<file path="src/sv/pds_pkg.sv">
// ----------------------------------------------------------------------------
// pds_pkg
// Shared types, codes and constants of the power-domain sequencer.
// ----------------------------------------------------------------------------
`timescale 1ns / 1ps

package pds_pkg;

  // Field widths of the command and response items
  localparam int CmdW      = 2;
  localparam int DomW      = 2;
  localparam int UserMaskW = 8;
  localparam int SenseW    = 8;
  localparam int StatusW   = 2;
  localparam int DomMaskW  = 4;
  localparam int DomSlots  = 1 << DomW;

  // Board shape
  localparam int NumDomains     = 4;
  localparam int SensePerDomain = 2;
  localparam int UserBits       = 8;

  // Configuration port
  localparam int CfgIdxW  = 3;
  localparam int CfgDataW = 10;
  localparam int CntW     = 10;
  localparam int TickW    = 8;

  localparam logic [CntW-1:0] CntMax = {CntW{1'b1}};

  // Reset values of the configuration registers
  localparam logic [DomMaskW-1:0] DomainPresentRst = 4'd15;
  localparam logic [SenseW-1:0]   SensePresentRst  = 8'd0;
  localparam logic [SenseW-1:0]   SenseUpLevelRst  = 8'd255;
  localparam logic [TickW-1:0]    SettleTicksRst   = 8'd15;
  localparam logic [TickW-1:0]    PollTicksRst     = 8'd5;
  localparam logic [CntW-1:0]     TimeoutTicksRst  = 10'd50;
  localparam logic                AuxDropParksKRst = 1'b0;

  localparam logic [DomW-1:0] DomAux = 2'd0;
  localparam logic [DomW-1:0] DomK   = 2'd3;

  typedef enum logic [CmdW-1:0] {
    CMD_REQUEST = 2'd0,
    CMD_RELEASE = 2'd1,
    CMD_TICK    = 2'd2,
    CMD_NONE    = 2'd3
  } cmd_e;

  typedef enum logic [StatusW-1:0] {
    ST_OK   = 2'd0,
    ST_FAIL = 2'd1,
    ST_BUSY = 2'd2
  } status_e;

  typedef enum logic [CfgIdxW-1:0] {
    CFG_DOMAIN_PRESENT   = 3'd0,
    CFG_SENSE_PRESENT    = 3'd1,
    CFG_SENSE_UP_LEVEL   = 3'd2,
    CFG_SETTLE_TICKS     = 3'd3,
    CFG_POLL_TICKS       = 3'd4,
    CFG_TIMEOUT_TICKS    = 3'd5,
    CFG_AUX_DROP_PARKS_K = 3'd6
  } cfg_reg_e;

  typedef enum logic [2:0] {
    PH_IDLE   = 3'b001,
    PH_SETTLE = 3'b010,
    PH_POLL   = 3'b100
  } phase_e;

  // Sense line bits that belong to domain d (bits past the vector are absent)
  function automatic logic [SenseW-1:0] sense_mask(logic [DomW-1:0] d);
    logic [SenseW-1:0] m;
    int                b;
    m = '0;
    for (int s = 0; s < SensePerDomain; s++) begin
      b = int'(d) * SensePerDomain + s;
      if (b < SenseW) m[b % SenseW] = 1'b1;
    end
    return m;
  endfunction

endpackage

</file>
<file path="src/sv/pds_if.sv">
// ----------------------------------------------------------------------------
// pds_cmd_if / pds_rsp_if
// Valid/ready channels for sequencer commands and responses.
// ----------------------------------------------------------------------------
`timescale 1ns / 1ps

interface pds_cmd_if;
  logic                           valid;
  logic                           ready;
  logic [pds_pkg::CmdW-1:0]       cmd;
  logic [pds_pkg::DomW-1:0]       domain;
  logic [pds_pkg::UserMaskW-1:0]  user_mask;
  logic [pds_pkg::SenseW-1:0]     sense_levels;

  modport source (output valid, cmd, domain, user_mask, sense_levels, input ready);
  modport sink   (input valid, cmd, domain, user_mask, sense_levels, output ready);
endinterface

interface pds_rsp_if;
  logic                          valid;
  logic                          ready;
  logic [pds_pkg::StatusW-1:0]   status;
  logic [pds_pkg::DomW-1:0]      done_domain;
  logic [pds_pkg::DomMaskW-1:0]  enable_mask;
  logic [pds_pkg::DomMaskW-1:0]  released_mask;
  logic [pds_pkg::DomMaskW-1:0]  on_mask;
  logic                          fault_alert;

  modport source (output valid, status, done_domain, enable_mask, released_mask, on_mask,
                  fault_alert, input ready);
  modport sink   (input valid, status, done_domain, enable_mask, released_mask, on_mask,
                  fault_alert, output ready);
endinterface

</file>
<file path="src/sv/power_domain_sequencer.sv">
// ----------------------------------------------------------------------------
// power_domain_sequencer
// Reference-counted power-up/power-down sequencer for four switched rails.
//
// Commands (request, release, millisecond tick) arrive on a valid/ready
// channel; each one is registered, then handled against the domain state,
// and any response lands in an output register. Throughput is one command
// per clock: the input register drains whenever the output register is
// empty or its response is taken in the same cycle, so a stalled response
// costs at most the one held command. A transferred command passes the
// input register, and any response loads the response register when it is
// handled. A request from the first user of a domain raises enable, releases
// its pins and answers only when a later tick (or the request itself, with
// zero settle time) finds the rail up or the timeout exhausted; requests and
// releases in between answer busy. Ticks answer only when they end a
// sequence. Configuration writes take effect on the next cycle and are
// expected only while no command is in flight.
// ----------------------------------------------------------------------------
`timescale 1ns / 1ps

module power_domain_sequencer (
  input  logic                          clk_i,
  input  logic                          rst_ni,
  input  logic                          cfg_we_i,
  input  logic [pds_pkg::CfgIdxW-1:0]   cfg_idx_i,
  input  logic [pds_pkg::CfgDataW-1:0]  cfg_wdata_i,
  pds_cmd_if.sink                       cmd_ch_i,
  pds_rsp_if.source                     rsp_ch_o
);

  localparam int DomW     = pds_pkg::DomW;
  localparam int DomSlots = pds_pkg::DomSlots;
  localparam int MaskW    = pds_pkg::DomMaskW;
  localparam int UserW    = pds_pkg::UserBits;
  localparam int CntW     = pds_pkg::CntW;
  localparam int TickW    = pds_pkg::TickW;
  localparam int SenseW   = pds_pkg::SenseW;
  localparam int PortUW   = pds_pkg::UserMaskW;

  // ---------------- configuration registers ----------------
  logic [MaskW-1:0]  domain_present_q;
  logic [SenseW-1:0] sense_present_q, sense_up_level_q;
  logic [TickW-1:0]  settle_ticks_q, poll_ticks_q;
  logic [CntW-1:0]   timeout_ticks_q;
  logic              aux_drop_parks_k_q;

  always_ff @(posedge clk_i or negedge rst_ni) begin
    if (!rst_ni) begin
      domain_present_q   <= pds_pkg::DomainPresentRst;
      sense_present_q    <= pds_pkg::SensePresentRst;
      sense_up_level_q   <= pds_pkg::SenseUpLevelRst;
      settle_ticks_q     <= pds_pkg::SettleTicksRst;
      poll_ticks_q       <= pds_pkg::PollTicksRst;
      timeout_ticks_q    <= pds_pkg::TimeoutTicksRst;
      aux_drop_parks_k_q <= pds_pkg::AuxDropParksKRst;
    end else if (cfg_we_i) begin
      case (pds_pkg::cfg_reg_e'(cfg_idx_i))
        pds_pkg::CFG_DOMAIN_PRESENT:   domain_present_q   <= cfg_wdata_i[MaskW-1:0];
        pds_pkg::CFG_SENSE_PRESENT:    sense_present_q    <= cfg_wdata_i[SenseW-1:0];
        pds_pkg::CFG_SENSE_UP_LEVEL:   sense_up_level_q   <= cfg_wdata_i[SenseW-1:0];
        pds_pkg::CFG_SETTLE_TICKS:     settle_ticks_q     <= cfg_wdata_i[TickW-1:0];
        pds_pkg::CFG_POLL_TICKS:       poll_ticks_q       <= cfg_wdata_i[TickW-1:0];
        pds_pkg::CFG_TIMEOUT_TICKS:    timeout_ticks_q    <= cfg_wdata_i[CntW-1:0];
        pds_pkg::CFG_AUX_DROP_PARKS_K: aux_drop_parks_k_q <= cfg_wdata_i[0];
        default: ;  // unmapped index: dropped
      endcase
    end
  end

  // ---------------- input register ----------------
  logic                      in_v_q;
  logic [pds_pkg::CmdW-1:0]  cmd_q;
  logic [DomW-1:0]           dom_q;
  logic [PortUW-1:0]         user_mask_q;
  logic [SenseW-1:0]         levels_q;
  logic                      fire;      // registered command handled this cycle
  logic                      out_v_q;

  assign fire            = in_v_q && (!out_v_q || rsp_ch_o.ready);
  assign cmd_ch_i.ready  = !in_v_q || fire;

  always_ff @(posedge clk_i or negedge rst_ni) begin
    if (!rst_ni) begin
      in_v_q <= 1'b0;
    end else if (cmd_ch_i.ready) begin
      in_v_q <= cmd_ch_i.valid;
    end
  end

  always_ff @(posedge clk_i) begin
    if (cmd_ch_i.valid && cmd_ch_i.ready) begin
      cmd_q       <= cmd_ch_i.cmd;
      dom_q       <= cmd_ch_i.domain;
      user_mask_q <= cmd_ch_i.user_mask;
      levels_q    <= cmd_ch_i.sense_levels;
    end
  end

  // ---------------- domain state ----------------
  logic [UserW-1:0]     user_bits_q [DomSlots];
  logic [UserW-1:0]     user_bits_d [DomSlots];
  logic [DomSlots-1:0]  fault_q, fault_d;
  logic [MaskW-1:0]     enable_q, enable_d;
  logic [MaskW-1:0]     released_q, released_d;
  pds_pkg::phase_e      phase_q, phase_d;
  logic [DomW-1:0]      seq_dom_q, seq_dom_d;
  logic [UserW-1:0]     seq_user_q, seq_user_d;
  logic [CntW-1:0]      phase_cnt_q, phase_cnt_d;
  logic [CntW-1:0]      waited_q, waited_d;

  // ---------------- command handling ----------------
  logic [UserW-1:0]  user;
  logic              dom_exists;
  logic              do_check;
  logic              rail_up;
  logic [CntW-1:0]   cnt_inc;
  logic [TickW-1:0]  poll_step;
  logic [CntW:0]     waited_sum;
  logic [UserW-1:0]  ub_sel;
  logic [MaskW-1:0]  on_bits;

  logic                       res_v;
  pds_pkg::status_e           res_status;
  logic [DomW-1:0]            res_dom;
  logic                       res_alert;

  always_comb begin
    // user bits beyond the port width read as zero
    for (int i = 0; i < UserW; i++) begin
      user[i] = (i < PortUW) ? user_mask_q[i % PortUW] : 1'b0;
    end

    dom_exists = (int'(dom_q) < pds_pkg::NumDomains) && domain_present_q[dom_q];
    ub_sel     = user_bits_q[dom_q];
    cnt_inc    = (phase_cnt_q < pds_pkg::CntMax) ? phase_cnt_q + 1'b1 : phase_cnt_q;
    poll_step  = (poll_ticks_q == '0) ? TickW'(1) : poll_ticks_q;
    waited_sum = {1'b0, waited_q} + (CntW + 1)'(poll_step);

    user_bits_d = user_bits_q;
    fault_d     = fault_q;
    enable_d    = enable_q;
    released_d  = released_q;
    phase_d     = phase_q;
    seq_dom_d   = seq_dom_q;
    seq_user_d  = seq_user_q;
    phase_cnt_d = phase_cnt_q;
    waited_d    = waited_q;
    do_check    = 1'b0;
    res_v       = 1'b0;
    res_status  = pds_pkg::ST_OK;
    res_dom     = dom_q;
    res_alert   = 1'b0;
    rail_up     = 1'b0;

    if (fire) begin
      unique case (pds_pkg::cmd_e'(cmd_q))
        pds_pkg::CMD_TICK: begin
          priority if (phase_q == pds_pkg::PH_SETTLE) begin
            phase_cnt_d = cnt_inc;
            if (cnt_inc >= CntW'(settle_ticks_q)) begin
              waited_d = '0;
              do_check = 1'b1;
            end
          end else if (phase_q == pds_pkg::PH_POLL) begin
            phase_cnt_d = cnt_inc;
            if (cnt_inc >= CntW'(poll_step)) begin
              phase_cnt_d = '0;
              waited_d    = waited_sum[CntW] ? pds_pkg::CntMax : waited_sum[CntW-1:0];
              do_check    = 1'b1;
            end
          end else begin
          end
        end
        pds_pkg::CMD_REQUEST, pds_pkg::CMD_RELEASE: begin
          res_v = 1'b1;
          priority if (phase_q != pds_pkg::PH_IDLE) begin
            res_status = pds_pkg::ST_BUSY;
          end else if (pds_pkg::cmd_e'(cmd_q) == pds_pkg::CMD_REQUEST) begin
            priority if (!dom_exists || user == '0 || (ub_sel & user) != '0) begin
              // nothing to do
            end else if (ub_sel != '0) begin
              user_bits_d[dom_q] = ub_sel | user;     // joins a rail already up
            end else begin
              // first user: power the rail and start the settle wait
              released_d[dom_q] = 1'b1;
              enable_d[dom_q]   = 1'b1;
              seq_dom_d         = dom_q;
              seq_user_d        = user;
              phase_cnt_d       = '0;
              waited_d          = '0;
              phase_d           = pds_pkg::PH_SETTLE;
              res_v             = 1'b0;
              do_check          = (settle_ticks_q == '0);
            end
          end else begin
            if (dom_exists && (ub_sel & user) != '0) begin
              user_bits_d[dom_q] = ub_sel & ~user;
              if ((ub_sel & ~user) == '0) begin
                released_d[dom_q] = 1'b0;
                if (dom_q == pds_pkg::DomAux && aux_drop_parks_k_q &&
                    int'(pds_pkg::DomK) < pds_pkg::NumDomains) begin
                  released_d[pds_pkg::DomK] = 1'b0;
                end
                enable_d[dom_q] = 1'b0;
              end
            end
          end
        end
        pds_pkg::CMD_NONE: ;
        default: ;
      endcase

      // sense check on the sequenced domain
      if (do_check) begin
        rail_up = ((levels_q ^ sense_up_level_q) & sense_present_q &
                   pds_pkg::sense_mask(seq_dom_d)) == '0;
        res_dom = seq_dom_d;
        priority if (rail_up) begin
          fault_d[seq_dom_d]     = 1'b0;
          user_bits_d[seq_dom_d] = user_bits_d[seq_dom_d] | seq_user_d;
          phase_d                = pds_pkg::PH_IDLE;
          res_v                  = 1'b1;
          res_status             = pds_pkg::ST_OK;
        end else if (waited_d >= timeout_ticks_q) begin
          res_alert              = !fault_q[seq_dom_d];
          released_d[seq_dom_d]  = 1'b0;
          enable_d[seq_dom_d]    = 1'b0;
          fault_d[seq_dom_d]     = 1'b1;
          phase_d                = pds_pkg::PH_IDLE;
          res_v                  = 1'b1;
          res_status             = pds_pkg::ST_FAIL;
        end else begin
          phase_d     = pds_pkg::PH_POLL;
          phase_cnt_d = '0;
        end
      end
    end

    // domains present with at least one user, after this command
    for (int d = 0; d < MaskW; d++) begin
      on_bits[d] = (d < pds_pkg::NumDomains) && domain_present_q[d] &&
                   (user_bits_d[d % DomSlots] != '0);
    end
  end

  always_ff @(posedge clk_i or negedge rst_ni) begin
    if (!rst_ni) begin
      for (int d = 0; d < DomSlots; d++) begin
        user_bits_q[d] <= '0;
      end
      fault_q     <= '0;
      enable_q    <= '0;
      released_q  <= '0;
      phase_q     <= pds_pkg::PH_IDLE;
      seq_dom_q   <= '0;
      seq_user_q  <= '0;
      phase_cnt_q <= '0;
      waited_q    <= '0;
    end else begin
      user_bits_q <= user_bits_d;
      fault_q     <= fault_d;
      enable_q    <= enable_d;
      released_q  <= released_d;
      phase_q     <= phase_d;
      seq_dom_q   <= seq_dom_d;
      seq_user_q  <= seq_user_d;
      phase_cnt_q <= phase_cnt_d;
      waited_q    <= waited_d;
    end
  end

  // ---------------- response register ----------------
  always_ff @(posedge clk_i or negedge rst_ni) begin
    if (!rst_ni) begin
      out_v_q <= 1'b0;
    end else if (fire && res_v) begin
      out_v_q <= 1'b1;
    end else if (rsp_ch_o.ready) begin
      out_v_q <= 1'b0;
    end
  end

  always_ff @(posedge clk_i) begin
    if (fire && res_v) begin
      rsp_ch_o.status        <= res_status;
      rsp_ch_o.done_domain   <= res_dom;
      rsp_ch_o.enable_mask   <= enable_d;
      rsp_ch_o.released_mask <= released_d;
      rsp_ch_o.on_mask       <= on_bits;
      rsp_ch_o.fault_alert   <= res_alert;
    end
  end

  assign rsp_ch_o.valid = out_v_q;

  // ---------------- assertions ----------------
  // A domain with users always has its enable raised.
  for (genvar g = 0; g < DomSlots; g++) begin : g_user_en_chk
    if (g < MaskW) begin : g_in
      a_users_enabled: assert property (@(posedge clk_i) disable iff (!rst_ni)
        (user_bits_q[g] != '0) |-> enable_q[g])
        else $error("domain has users with enable low");
    end
  end

  // While a sequence is pending its rail is enabled.
  a_seq_enabled: assert property (@(posedge clk_i) disable iff (!rst_ni)
    (phase_q != pds_pkg::PH_IDLE) |-> enable_q[seq_dom_q])
    else $error("pending sequence on a disabled rail");

  // A fault alert only rides on a failure response.
  a_alert_fail: assert property (@(posedge clk_i) disable iff (!rst_ni)
    (fire && res_v && res_alert) |=>
      (rsp_ch_o.status == pds_pkg::ST_FAIL && fault_q[rsp_ch_o.done_domain]))
    else $error("fault alert without latched failure");

endmodule

</file>
<file path="src/flat_wrapper.sv">
// flat-port wrapper written by rule: the top's interface ports become plain ports
module power_domain_sequencer_flat 
  (clk_i, rst_ni, cfg_we_i, cfg_idx_i, cfg_wdata_i, cmd_ch_i_valid, cmd_ch_i_cmd, cmd_ch_i_domain, cmd_ch_i_user_mask, cmd_ch_i_sense_levels, cmd_ch_i_ready, rsp_ch_o_valid, rsp_ch_o_status, rsp_ch_o_done_domain, rsp_ch_o_enable_mask, rsp_ch_o_released_mask, rsp_ch_o_on_mask, rsp_ch_o_fault_alert, rsp_ch_o_ready);
  pds_cmd_if cmd_ch_i_i ();
  pds_rsp_if rsp_ch_o_i ();
  input  logic clk_i;
  input  logic rst_ni;
  input  logic cfg_we_i;
  input  logic [pds_pkg::CfgIdxW-1:0] cfg_idx_i;
  input  logic [pds_pkg::CfgDataW-1:0] cfg_wdata_i;
  input wire logic [$bits(cmd_ch_i_i.valid)-1:0] cmd_ch_i_valid;
  input wire logic [$bits(cmd_ch_i_i.cmd)-1:0] cmd_ch_i_cmd;
  input wire logic [$bits(cmd_ch_i_i.domain)-1:0] cmd_ch_i_domain;
  input wire logic [$bits(cmd_ch_i_i.user_mask)-1:0] cmd_ch_i_user_mask;
  input wire logic [$bits(cmd_ch_i_i.sense_levels)-1:0] cmd_ch_i_sense_levels;
  output wire logic [$bits(cmd_ch_i_i.ready)-1:0] cmd_ch_i_ready;
  output wire logic [$bits(rsp_ch_o_i.valid)-1:0] rsp_ch_o_valid;
  output wire logic [$bits(rsp_ch_o_i.status)-1:0] rsp_ch_o_status;
  output wire logic [$bits(rsp_ch_o_i.done_domain)-1:0] rsp_ch_o_done_domain;
  output wire logic [$bits(rsp_ch_o_i.enable_mask)-1:0] rsp_ch_o_enable_mask;
  output wire logic [$bits(rsp_ch_o_i.released_mask)-1:0] rsp_ch_o_released_mask;
  output wire logic [$bits(rsp_ch_o_i.on_mask)-1:0] rsp_ch_o_on_mask;
  output wire logic [$bits(rsp_ch_o_i.fault_alert)-1:0] rsp_ch_o_fault_alert;
  input wire logic [$bits(rsp_ch_o_i.ready)-1:0] rsp_ch_o_ready;
  assign cmd_ch_i_i.valid = cmd_ch_i_valid;
  assign cmd_ch_i_i.cmd = cmd_ch_i_cmd;
  assign cmd_ch_i_i.domain = cmd_ch_i_domain;
  assign cmd_ch_i_i.user_mask = cmd_ch_i_user_mask;
  assign cmd_ch_i_i.sense_levels = cmd_ch_i_sense_levels;
  assign cmd_ch_i_ready = cmd_ch_i_i.ready;
  assign rsp_ch_o_valid = rsp_ch_o_i.valid;
  assign rsp_ch_o_status = rsp_ch_o_i.status;
  assign rsp_ch_o_done_domain = rsp_ch_o_i.done_domain;
  assign rsp_ch_o_enable_mask = rsp_ch_o_i.enable_mask;
  assign rsp_ch_o_released_mask = rsp_ch_o_i.released_mask;
  assign rsp_ch_o_on_mask = rsp_ch_o_i.on_mask;
  assign rsp_ch_o_fault_alert = rsp_ch_o_i.fault_alert;
  assign rsp_ch_o_i.ready = rsp_ch_o_ready;
  power_domain_sequencer u_core (.clk_i(clk_i), .rst_ni(rst_ni), .cfg_we_i(cfg_we_i), .cfg_idx_i(cfg_idx_i), .cfg_wdata_i(cfg_wdata_i), .cmd_ch_i(cmd_ch_i_i), .rsp_ch_o(rsp_ch_o_i));
endmodule
</file>
<file path="config.mk">
export PLATFORM = sky130hd
export DESIGN_NAME = power_domain_sequencer_flat
export DESIGN_NICKNAME = d
export VERILOG_FILES = /design/src/sv/pds_pkg.sv /design/src/sv/pds_if.sv /design/src/sv/power_domain_sequencer.sv /design/src/flat_wrapper.sv
export SDC_FILE = /design/constraint.sdc
export NUM_CORES = 1
export LEC_CHECK = 0
export BUFFER_PORTS_ARGS = -buffer_cell sky130_fd_sc_hd__buf_2
export CORE_ASPECT_RATIO = 0.75
export CORE_MARGIN = 2
export CORE_UTILIZATION = 50
export DETAILED_ROUTE_END_ITERATION = 16
export PLACE_DENSITY_LB_ADDON = 0.05
export SLEW_MARGIN = 30
export SYNTH_ARGS = -nofsm -noshare
export SYNTH_HDL_FRONTEND = slang
export SYNTH_SLANG_ARGS = --single-unit
</file>
<file path="constraint.sdc">
create_clock -name clk_i -period 10.2 [get_ports clk_i]
set_input_delay 0.51 -clock clk_i [delete_from_list [all_inputs] [get_ports clk_i]]
set_output_delay 0.51 -clock clk_i [all_outputs]
set_load 0.005 [all_outputs]
</file>
==> metrics.md, run 1 <==
| Metric | Value |
|---|---|
| Status | completed |
| Routability Congestion | 1.043 |
| Port buffer count | 56 |
| WHS | 0.02570 ns |
| Clock sink count | 163 |
| Initial antenna violation count | 2 |
| DR DRC count | 0 |
| Sw frac | 0.3783 |
| Design Area, Final | 11460 µm² |
| WL final | 34460 µm |
| Final-layout fill cell count | 1802 |
| Fraction of layout cells with a size suffix above 1 | 0.1996 |
| IR drop worst, VDD | 0.0001574 V |
| Post-cts resize count | 0 |
| Clock power share | 0.273 |
| DRT iter0 DRCs | 1265 |
| Die area | 21850 µm² |
| Vias in the first global route | 8165 |
| Clock Pin Slew Worst Setup and Hold Paths | 0.07 ns |
| Post-CTS setup buffer count | 0 |
| Post-synth top area share | 0.2518 |
| Combinational Power Share | 0.333 |
| Post-synth top cells | nand2_1 (138), dfrtp_1 (104), nor2_1 (75) |
| Largest net degree at the start of global routing | 73 |
| Post-synth ARST share | 0.7730 |
| Netlist cell types | 95 |
| Gate Count Post-Synth | 1077 |
| Area Growth Syn to Fin | 10.86% |
| Max Fclk | 137.5 MHz |
| Area contributors post-synth | dfrtp_1 (25%), edfxtp_1 (11%), mux2_2 (6.2%) |
| Die width | 170.0 µm |
| Worst slew margin | 0.3517 |
| Slew Limit Fails | 0 |
| Critical Path End Type | flip-flop |
| # nets final | 1186 |
| Clock skew | 0.01389 ns |
| Worst Path Required | 10.52 ns |
| H-tree depth | 4 |
| Endpoints failing hold | 0 |
| Unrepaired setup endpoints after global routing | false |
| WL/cell | 24.88 µm |
| Mapped Avg Cell Area | 9.596 µm² |
| Power density over the cells | 205.5 nW/µm² |
| Min-Delay Path Class | in2async |
| Pleak | 4.888 nW |
| R2r setup slk | 2.93 ns |
| Flops & latches, synth | 163 |
| Crit path launch type | flip-flop |
| # rows | 45 |
| Final setup violation count | 0 |
| Most frequent cell after synthesis | nand2_1 |
| Clock Root Buffer | clkbuf_16 |
| Part of the power in registers | 0.394 |
| Synth area leader | dfrtp_1 |
| Max-Cap Viols | 0 |
| CP peak stage delay | 0.76 ns |
| ANT cells | 0 |
| Crit path max-delay cell type | nor3_1 |
| Io pins | 57 |
| Vias/cell | 6.539 |
| All-Layer GR Usage | 0.3235 |
| Post-layout min period | 7.270 ns |
| First-pass GRT wire length | 51740 µm |
| Post-DRT Antenna Nets | 0 |
| DRT Pass-1 Iters | 6 |
| Cts hold-fix bufs | 0 |
| Number of synthesized flops with an enable pin | 37 |
| CTS tree | done |
| Worst slew pin tran | 0.9682 ns |
| Net Sw Power | 0.8907 mW |
| Core area | 20270 µm² |
| Initial core utilization | 0.5099 |
| Most used cell, CP | a21o_1 |
| Worst Setup Path Type | reg2reg |
| Net Count, Synth | 1149 |
| Vias | 9056 |
| Data arrival, critical path | 7.59 ns |
| Clock buffer depth | 2 |
| Cell area after synthesis | 10330 µm² |
| GRT overflow | 0 |
| CP Max Fanout | 18 |
| Top FF cell, synth | dfrtp_1 |
| Total internal power | 1.464 mW |
| Post-synthesis sequential area ratio | 0.4153 |
| Num CTS Buffers | 17 |
| Yosys warnings | 0 |
| Dpl hpwl | 25180 µm |
| Area post-placement | 10870 µm² |
| Die height | 128.5 µm |
| Clk_lat worst skew | 0.44 ns |
| Setup Total Neg Slack | 0 ns |
| Tcrit/Tclk final | 0.7128 |
[worst max-delay path, delay by kind of cell, from the launching register on]
kind	cells	cell delay, ns
AND/OR/NAND/NOR	9	2.15
AO/OA/AOI/OAI	14	3.58
flip-flops	1	0.52
adder cells (fa/ha/maj)	3	0.87
[cell type report]
cell class | instances | area, µm² | area share
Sequential cell | 163 | 4292 | 0.3746
Timing Repair Buffer | 79 | 462.9 | 0.04041
Clock inverter | 10 | 86.33 | 0.007535
Multi-Input combinational cell | 813 | 5647 | 0.4928
Tap cell | 258 | 322.8 | 0.02818
Inverter | 40 | 150.1 | 0.01310
Clock buffer | 22 | 496.7 | 0.04335
[registers in the layout, indices dropped and copies added, names as in the netlist, 8 cells and up, named ones only]
register and flops:
u_core.levels_q 8, u_core.phase_cnt_q 10, u_core.poll_ticks_q 8, u_core.sense_present_q 8, u_core.sense_up_level_q 8, u_core.seq_user_q 8
u_core.settle_ticks_q 8, u_core.timeout_ticks_q 10, u_core.user 8, u_core.user_bits_q 32, u_core.waited_q 10
[power by group through the flow]
stage               Clock (mW)  Combinational (mW)  Sequential (mW)
floorplan                    0               0.566            0.867
global placement             0               0.757            0.930
detailed placement           0               0.758            0.929
CTS                      0.652               0.761            0.918
global route             0.678               0.849            0.937
finish                   0.644               0.783            0.927
[cells in the final DEF, fill, tap and decap left out, types with 19 or more instances in the layout]
cell type / n
nand2_1: 137
dfrtp_1: 104
nor2_1: 75
o21ai_0: 62
mux2_2: 57
buf_2: 55
nand3_1: 43
inv_1: 40
a21oi_1: 40
edfxtp_1: 37
ha_1: 33
nand2b_1: 23
a31oi_1: 23
buf_4: 22
dfstp_2: 22
mux2i_1: 21
nor3_1: 21
a21o_1: 20
clkbuf_16: 19
[kinds of logic after synthesis]
logic type | synth area share
compound gates | 0.1931
xor+xnor | 0.01356
fa+ha+maj | 0.04189
buf+inv | 0.04201
flops | 0.4153
mux | 0.1098
simple gates | 0.1844
[metrics by stage]
stage | setup slack, ns | instances | util | power, mW
6_report | 2.930 | 1385 | 0.5652 | 2.354
4_1_cts | 2.980 | 1385 | 0.5650 | 2.331
3_5_place_dp | 3.002 | 1353 | 0.5362 | 1.687
3_3_place_gp | 3.310 | 1353 | 0.5356 | 1.688
2_1_floorplan | 4.063 | 1077 | - | 1.433
5_1_grt | 2.317 | 1385 | 0.5652 | 2.465
[metal layers]
metal,part of all wire,track usage
met5,0.00035,0
met1,0.47,0.5046
met4,0.020,0.07994
met2,0.38,0.4096
met3,0.13,0.1277
[worst paths after layout]
| check | start | end | depth (start not counted) |
|---|---|---|---|
| min reg2reg | u_core.seq_user_q[0]$_DFFE_PN0P_ | u_core.seq_user_q[0]$_DFFE_PN0P_ | 2 |
| max in group asynchronous | rst_ni | u_core.seq_user_q[0]$_DFFE_PN0P_ | 2 |
| max | u_core.phase_cnt_q[0]$_DFFE_PN0P_ | u_core.rsp_ch_o.valid$_DFFE_PN0P_ | 26 |
| max reg2reg | u_core.phase_cnt_q[0]$_DFFE_PN0P_ | u_core.rsp_ch_o.valid$_DFFE_PN0P_ | 26 |
| min in group clk_i | cmd_ch_i_user_mask[3] | u_core.user[3]$_DFFE_PP_ | 1 |
| min | rst_ni | u_core.phase_cnt_q[6]$_DFFE_PN0P_ | 1 |
No activity file was read; power rests on OpenSTA's default activity.
==> run 2, diff against run 1 <==
clock period = 6 ns   (was 10.2 ns; I/O delays follow)
==> metrics.md, run 2 (same netlist as run 1, synthesis figures left out) <==
| Metric | Value |
|---|---|
| Die width | 170.0 µm (unchanged) |
| Clock skew | 0.01641 ns (was 0.01389 ns) |
| Most flop-heavy register | u_core.user_bits_q (unchanged) |
| First-pass GRT wire length | 54480 µm (was 51740 µm) |
| Setup Total Neg Slack | 0 ns (unchanged) |
| Clock sink count | 163 (unchanged) |
| Max-Cap Viols | 0 (unchanged) |
| Tcrit/Tclk final | 0.9506 (was 0.7128) |
| Worst slew margin | 0.3394 (was 0.3517) |
| Die area | 21850 µm² (unchanged) |
| Pleak | 5.124 nW (was 4.888 nW) |
| Min-Delay Path Class | in2reg (was in2async) |
| Clock Pin Slew Worst Setup and Hold Paths | 0.07 ns (about the same) |
| WL final | 35960 µm (was 34460 µm) |
| All-Layer GR Usage | 0.3398 (was 0.3235) |
| WHS Path Cells | 1 |
| Io pins | 57 (unchanged) |
| Worst Path Required | 6.26 ns (was 10.52 ns) |
| Worst reg2reg path depth | 27 (was 26) |
| Initial core utilization | 0.5099 (unchanged) |
| Clock Root Buffer | clkbuf_16 (unchanged) |
| Status | completed (unchanged) |
| Max Fclk | 175.3 MHz (was 137.5 MHz) |
| Power density over the cells | 345.3 nW/µm² (was 205.5 nW/µm²) |
| DRT iter0 DRCs | 1225 (was 1265) |
| Crit path max-delay cell type | dfstp_2 (was nor3_1) |
| Commonest non-fill, non-tap cell in the layout | nand2_1 (unchanged) |
| Critical Path End Type | flip-flop (unchanged) |
| R2R Path Start | u_core.poll_ticks_q[2]$_DFFE_PN1P_ (was u_core.phase_cnt_q[0]$_DFFE_PN0P_) |
| Clk_lat worst skew | 0.44 ns (about the same) |
| Initial antenna violation count | 0 (was 2) |
| CP Max Fanout | 9 (was 18) |
| ANT cells | 0 (unchanged) |
| Die height | 128.5 µm (unchanged) |
| Post-DRT Antenna Nets | 0 (unchanged) |
| Hold worst-path end | u_core.dom_q[0]$_DFFE_PP_ |
| Slew Limit Fails | 0 (unchanged) |
| # rows | 45 (unchanged) |
| Max FFs per register | 32 (unchanged) |
| DRT Pass-1 Iters | 7 (was 6) |
| H-tree depth | 4 (unchanged) |
| Core area | 20270 µm² (unchanged) |
| FF-to-FF End | u_core.rsp_ch_o.enable_mask[1]$_DFFE_PP_ (was u_core.rsp_ch_o.valid$_DFFE_PN0P_) |
| Most used cell, CP | a21o_1 (unchanged) |
| Endpoints failing hold | 0 (unchanged) |
| Area Growth Syn to Fin | 15.31% (was 10.86%) |
| Crit path buf inv count | 2 (was 0) |
| CTS tree | done (unchanged) |
| Post-layout min period | 5.704 ns (was 7.270 ns) |
| WL/cell | 25.18 µm (was 24.88 µm) |
| Port buffer count | 56 (unchanged) |
| Final setup violation count | 0 (unchanged) |
| Vias/cell | 6.495 (was 6.539) |
| Num CTS Buffers | 17 (unchanged) |
| Crit path launch type | flip-flop (unchanged) |
| Vias in the first global route | 8551 (was 8165) |
| Vias | 9275 (was 9056) |
| Worst Setup Path Type | reg2reg (unchanged) |
| Fraction of layout cells with a size suffix above 1 | 0.2436 (was 0.1996) |
| Routability Congestion | 1.053 (was 1.043) |
| DR DRC count | 0 (unchanged) |
| CP peak stage delay | 0.54 ns (was 0.76 ns) |
| # nets final | 1229 (was 1186) |
| Cell family with most CP delay | compound AO/OA/AOI/OAI gates (unchanged) |
| Data arrival, critical path | 5.96 ns (was 7.59 ns) |
| Hold_sp | cmd_ch_i_domain[0] |
| Largest net degree at the start of global routing | 73 (unchanged) |
| Unrepaired setup endpoints after global routing | true (was false) |
| R2r setup slk | 0.30 ns (was 2.93 ns) |
| Most frequent cells in the layout | nand2_1 (137), dfrtp_1 (103), nor2_1 (72), o21ai_0 (61), buf_4 (60) (was nand2_1 (137), dfrtp_1 (104), nor2_1 (75), o21ai_0 (62), mux2_2 (57)) |
| Tot Pwr | 4.115 mW (was 2.354 mW) |
| GRT overflow | 0 (unchanged) |
| Worst slew pin tran | 0.9909 ns (was 0.9682 ns) |
| Clock buffer depth | 2 (unchanged) |
| Dpl hpwl | 27160 µm (was 25180 µm) |
| IR drop worst, VDD | 0.0002244 V (was 0.0001574 V) |
-- run 2: through the flow --
stage	setup WS, ns	instance area, µm²	std cells	hold WS [ns]	utilization
after floorplan	0.02820	10340	1077	0.004409	-
after global routing	-0.01862	11920	1428	0.009599	0.5880
after detailed placement	-0.2529	11180	1389	0.3102	0.5514
final	0.2964	11920	1428	0.03249	0.5880
after global placement	-0.02593	11150	1388	0.3004	0.5501
after CTS	0.008802	11780	1422	0.01780	0.5811
-- run 2: how the worst max path moves through the flow --
stage / from / to / slack [ns] / cells after the start
CTS: u_core.phase_cnt_q[1]$_DFFE_PN0P_ / u_core.rsp_ch_o.released_mask[3]$_DFFE_PP_ / 0.009 / 24
floorplan: u_core.phase_cnt_q[1]$_DFFE_PN0P_ / u_core.rsp_ch_o.valid$_DFFE_PN0P_ / 0.03 / 26
global route: u_core.poll_ticks_q[2]$_DFFE_PN1P_ / u_core.rsp_ch_o.released_mask[1]$_DFFE_PP_ / -0.02 / 27
finish: u_core.poll_ticks_q[2]$_DFFE_PN1P_ / u_core.rsp_ch_o.enable_mask[1]$_DFFE_PP_ / 0.30 / 27
global placement: u_core.phase_cnt_q[1]$_DFFE_PN0P_ / u_core.rsp_ch_o.valid$_DFFE_PN0P_ / -0.03 / 24
detailed placement: u_core.phase_cnt_q[1]$_DFFE_PN0P_ / u_core.rsp_ch_o.on_mask[1]$_DFFE_PP_ / -0.25 / 24
-- run 2: layer usage --
layer / up-vias / track usage / wire [µm]
met4: 0 / 0.09603 / 665
li1: 4175 / - / -
met5: - / 0 / 0
met2: 545 / 0.4257 / 13630
met3: 64 / 0.1350 / 4694
met1: 4491 / 0.5286 / 16970
-- run 2: area by class of cell --
cell class	instances	area (µm²)
flip-flops and latches	163	4293
repair buffers	122	829.5
clock buffers	20	467.9
clock inverters	12	117.6
fillers	1787	8352
well taps	258	322.8
inverters	40	150.1
multi-input cells	813	5737
-- run 2: report_power, final --
group	leakage [nW]	switching [mW]	total (mW)	internal, mW
sequential	1.90	0.242	1.59	1.35
clock	0.284	0.488	1.10	0.616
combinational	2.94	0.828	1.42	0.594
-- run 2: repair_timing --
item / in CTS / in global routing
gates resized for setup: 1 / 18
pin swaps: 0 / 5
buffers inserted: 0 / 6
gates cloned: 0 / 0
endpoints found under the setup margin: 29 / 51
endpoints found under the hold margin: 53 / 0
hold buffers: 1 / 0
